**src/hdl/pprq_ram.sv**
```systemverilog
// Generic single-write, single-read synchronous RAM with registered read.
// No dependencies.
module pprq_ram #(
	parameter int WIDTH = 8,
	parameter int DEPTH = 64
) (
	input  logic                     clk,
	input  logic                     we,
	input  logic [$clog2(DEPTH)-1:0] waddr,
	input  logic [WIDTH-1:0]         wdata,
	input  logic [$clog2(DEPTH)-1:0] raddr,
	output logic [WIDTH-1:0]         rdata
);
	logic [WIDTH-1:0] mem [DEPTH];

	// write port and registered read port
	always_ff @(posedge clk) begin
		if (we) begin
			mem[waddr] <= wdata;
		end
		rdata <= mem[raddr];
	end
endmodule

```
**config.mk**
```make
export PLATFORM = sky130hd
export DESIGN_NAME = pprq_ram
export DESIGN_NICKNAME = d
export VERILOG_FILES = /design/src/hdl/pprq_ram.sv
export SDC_FILE = /design/constraint.sdc
export NUM_CORES = 1
export LEC_CHECK = 0
export ABC_AREA = 0
export BUFFER_PORTS_ARGS = -buffer_cell sky130_fd_sc_hd__buf_2
export CAP_MARGIN = 30
export CORE_ASPECT_RATIO = 0.75
export CORE_MARGIN = 10
export CORE_UTILIZATION = 44
export CTS_CLUSTER_SIZE = 30
export DETAILED_ROUTE_END_ITERATION = 6
export SLEW_MARGIN = 30
export SYNTH_ARGS = -nofsm -noshare
export SYNTH_HDL_FRONTEND = slang
export SYNTH_SLANG_ARGS = --single-unit
export TNS_END_PERCENT = 10
```
**constraint.sdc**
```tcl
create_clock -name clk -period 2.8 [get_ports clk]
set_input_delay 0 -clock clk [delete_from_list [all_inputs] [get_ports clk]]
set_output_delay 0 -clock clk [all_outputs]
set_load 0.05 [all_outputs]
```
==> results.json <==
{
  "status": "completed",
  "period_share": 0.7317,
  "hold_depth": 1,
  "switching_share": 0.2115,
  "period_needed_ns": 2.049,
  "syn_avg_cell_area_sq_um": 21.45,
  "cts-root-buf": "clkbuf_16",
  "yosysWarnings": 0,
  "synth_ff_type": "edfxtp_1",
  "path_clk_slew_ns": 0.07,
  "min_path_type": "in -> reg",
  "irDropWorstVdd_mv": 0.4701,
  "ys_seq_elements": 520,
  "dp_cells": 1605,
  "htree_levels": 2,
  "cts-buffers-inserted": 50,
  "r2r_slack_ns": 0.75,
  "core_sq_mm": 0.04502,
  "grt_use_total": 0.1752,
  "grt_pass1_vias": 10010,
  "clock_skew_ns": 0.02450,
  "drive_above_1_share": 0.3070,
  "reg2reg_from": "mem[28][6]",
  "synth_cell_types": 40,
  "synth_sequential_area_ratio": 0.7703,
  "design.die.area_sq_mm": 0.05489,
  "drc": 0,
  "pwr-share-seq": 0.533,
  "intPower_mw": 12.80,
  "drt_iter0_drc": 1174,
  "grt_pass1_wl_mm": 70.48,
  "tightestPinTransition_ns": 0.9512,
  "io-pin-count": 30,
  "p_total_mw": 16.23,
  "netlist_area_sq_mm": 0.02017,
  "vias": 10010,
  "r2r_end": "rdata[6]",
  "avgRoutedWirePerCell_um": 27.82,
  "place.gp.congestion": 0.7949,
  "ant_nets": 0,
  "hold_end": "mem[54][4]",
  "crit_required_ns": 3.26,
  "dp_hpwl_mm": 29.79,
  "cts_resized": 0,
  "cellLeakagePower_nw": 7.409,
  "port-buffer-count": 29,
  "insertion_delay_ns": 0.58,
  "nNetsFinal": 1097,
  "cap_violations": 0,
  "cts_tree": "yes",
  "fin_cells": 1706,
  "arrival_ns": 2.50,
  "ctsHoldBuffers": 1,
  "combPwrFrac": 0.054,
  "crit_path_end_kind": "flop",
  "switchingPower_mw": 3.433,
  "r2r_cells": 5,
  "cts.sinks": 520,
  "syn_to_final_growth_pct": 15.21,
  "slew_viol_final": 0,
  "finalHoldViolCount": 0,
  "holdCritStartpoint": "wdata[4]",
  "async_flop_share": 0,
  "routed_wl_mm": 47.46,
  "power.share.clock": 0.413,
  "synth_edf_count": 512,
  "first_pass_iters": 6,
  "syn_inst": 940,
  "worstPathMaxFanout": 1,
  "synthesis.nets": 962,
  "dieWidth_um": 267.2,
  "max_freq_mhz": 488.1,
  "grt_overflow": 0,
  "ctsLongestPathBuffers": 3,
  "routed_via_density": 5.868,
  "power.density_mw_per_mm2": 698.6,
  "setup_viol": 0,
  "relSlewSlack": 0.3635,
  "crit_type": "reg -> reg",
  "crit_path_start_kind": "flop",
  "start_util": 0.4480,
  "antenna_found_initial": 4,
  "grt_max_degree": 65,
  "num_rows": 67,
  "die_y_um": 205.4,
  "rsz0062_at_grt": "false",
  "cts_setup_buffers": 0
}
cells in the mapped netlist (4+ instances only):
| cell | count | area [sq um] |
|---|---|---|
| edfxtp_1 | 512 | 15370 |
| mux4_2 | 126 | 2838 |
| nor2_1 | 83 | 311.6 |
| mux2i_1 | 23 | 230.2 |
| nand2_1 | 19 | 71.32 |
| clkbuf_1 | 17 | 63.81 |
| nor2b_1 | 14 | 87.58 |
| buf_4 | 13 | 97.59 |
| mux2_2 | 13 | 146.4 |
| nand3_1 | 13 | 65.06 |
| buf_2 | 11 | 55.05 |
| dfxtp_1 | 8 | 160.2 |
| o221ai_1 | 8 | 70.07 |
| o22ai_1 | 8 | 50.05 |
| nand2b_1 | 7 | 43.79 |
| nor3_1 | 7 | 35.03 |
| a221oi_1 | 6 | 52.55 |
| a211oi_1 | 4 | 30.03 |
| buf_1 | 4 | 15.01 |
| buf_6 | 4 | 45.04 |
through the flow:
stage / utilization / TNS, ns / setup slack (ns) / hold WS (ns) / cell area, sq um
after floorplan: - / 0 / 1.108 / 0.09887 / 20170
after detailed placement: 0.4790 / -0.05256 / -0.05256 / 0.4416 / 21560
after global placement: 0.4787 / -0.5116 / -0.2825 / 0.4503 / 21550
after global routing: 0.5159 / 0 / 0.5654 / 0.02545 / 23220
after CTS: 0.5149 / 0 / 0.5630 / 0.005102 / 23180
final: 0.5161 / 0 / 0.7512 / 0.001675 / 23230
placed cells by master, fill, tap and decap left out, types with 6 or more instances in the layout:
| master | n |
|---|---|
| nor3_1 | 7 |
| edfxtp_1 | 512 |
| nand2_1 | 19 |
| bufinv_16 | 6 |
| nand2b_1 | 7 |
| nor2_1 | 83 |
| a221oi_1 | 6 |
| nor2b_1 | 14 |
| clkbuf_1 | 16 |
| diode_2 | 6 |
| mux2i_1 | 23 |
| mux2_2 | 13 |
| buf_4 | 103 |
| o221ai_1 | 8 |
| o22ai_1 | 8 |
| mux4_2 | 126 |
| clkinv_2 | 7 |
| nand3_1 | 13 |
| clkinv_1 | 6 |
| buf_2 | 22 |
| clkbuf_16 | 50 |
| dfxtp_1 | 8 |
final cells by class:
class                      count  area [sq um]
clock buffer                  66          1311
multi-input combinational    369          4328
antenna                        6         15.01
fill                        3473         21780
timing repair buffer         134          1017
clock inverter                25         295.3
sequential                   520         15530
tap                          586         733.2
power groups by stage:
stage | sequential [mW] | clock, mW | combinational (mW)
CTS | 8.64 | 6.82 | 0.890
global route | 8.64 | 7.16 | 0.946
floorplan | 8.85 | 0 | 0.459
finish | 8.65 | 6.70 | 0.884
detailed placement | 8.81 | 0 | 0.888
global placement | 8.81 | 0 | 0.874
registers in the layout (all words and copies together), names as in the netlist:
name	count
mem	512
rdata	8
cell families after synthesis:
kind of cell           after synthesis  synth area share
AO/OA/AOI/OAI                       54           0.02072
buffers and inverters               51           0.01570
flip-flops                         520            0.7703
multiplexers                       162            0.1594
AND/OR/NAND/NOR                    153           0.03387
worst max-delay path by stage:
stage / start / end / slack [ns] / depth (start not counted)
2_1_floorplan: mem[29][4] / rdata[4] / 1.11 / 5
3_3_place_gp: raddr[0] / rdata[3] / -0.28 / 7
3_5_place_dp: raddr[0] / rdata[5] / -0.05 / 7
4_1_cts: raddr[0] / rdata[5] / 0.56 / 7
5_1_grt: raddr[0] / rdata[3] / 0.57 / 7
6_report: mem[28][6] / rdata[6] / 0.75 / 5
layer usage:
metal / vias to the layer above / share of wire / GRT usage
li1: 4203 / - / -
met5: - / 0 / 0
met3: 71 / 0.097 / 0.04485
met4: 0 / 0.018 / 0.03989
met2: 437 / 0.43 / 0.2452
met1: 5300 / 0.46 / 0.2696
worst max-delay path: stages, from the launching register on:
cell      delay, ns
edfxtp_1       0.36
mux4_2         0.48
mux2_2         0.32
o221a_2        0.30
nor3_1         0.35
o32ai_1        0.14
Power figures use the tool's default switching activity.
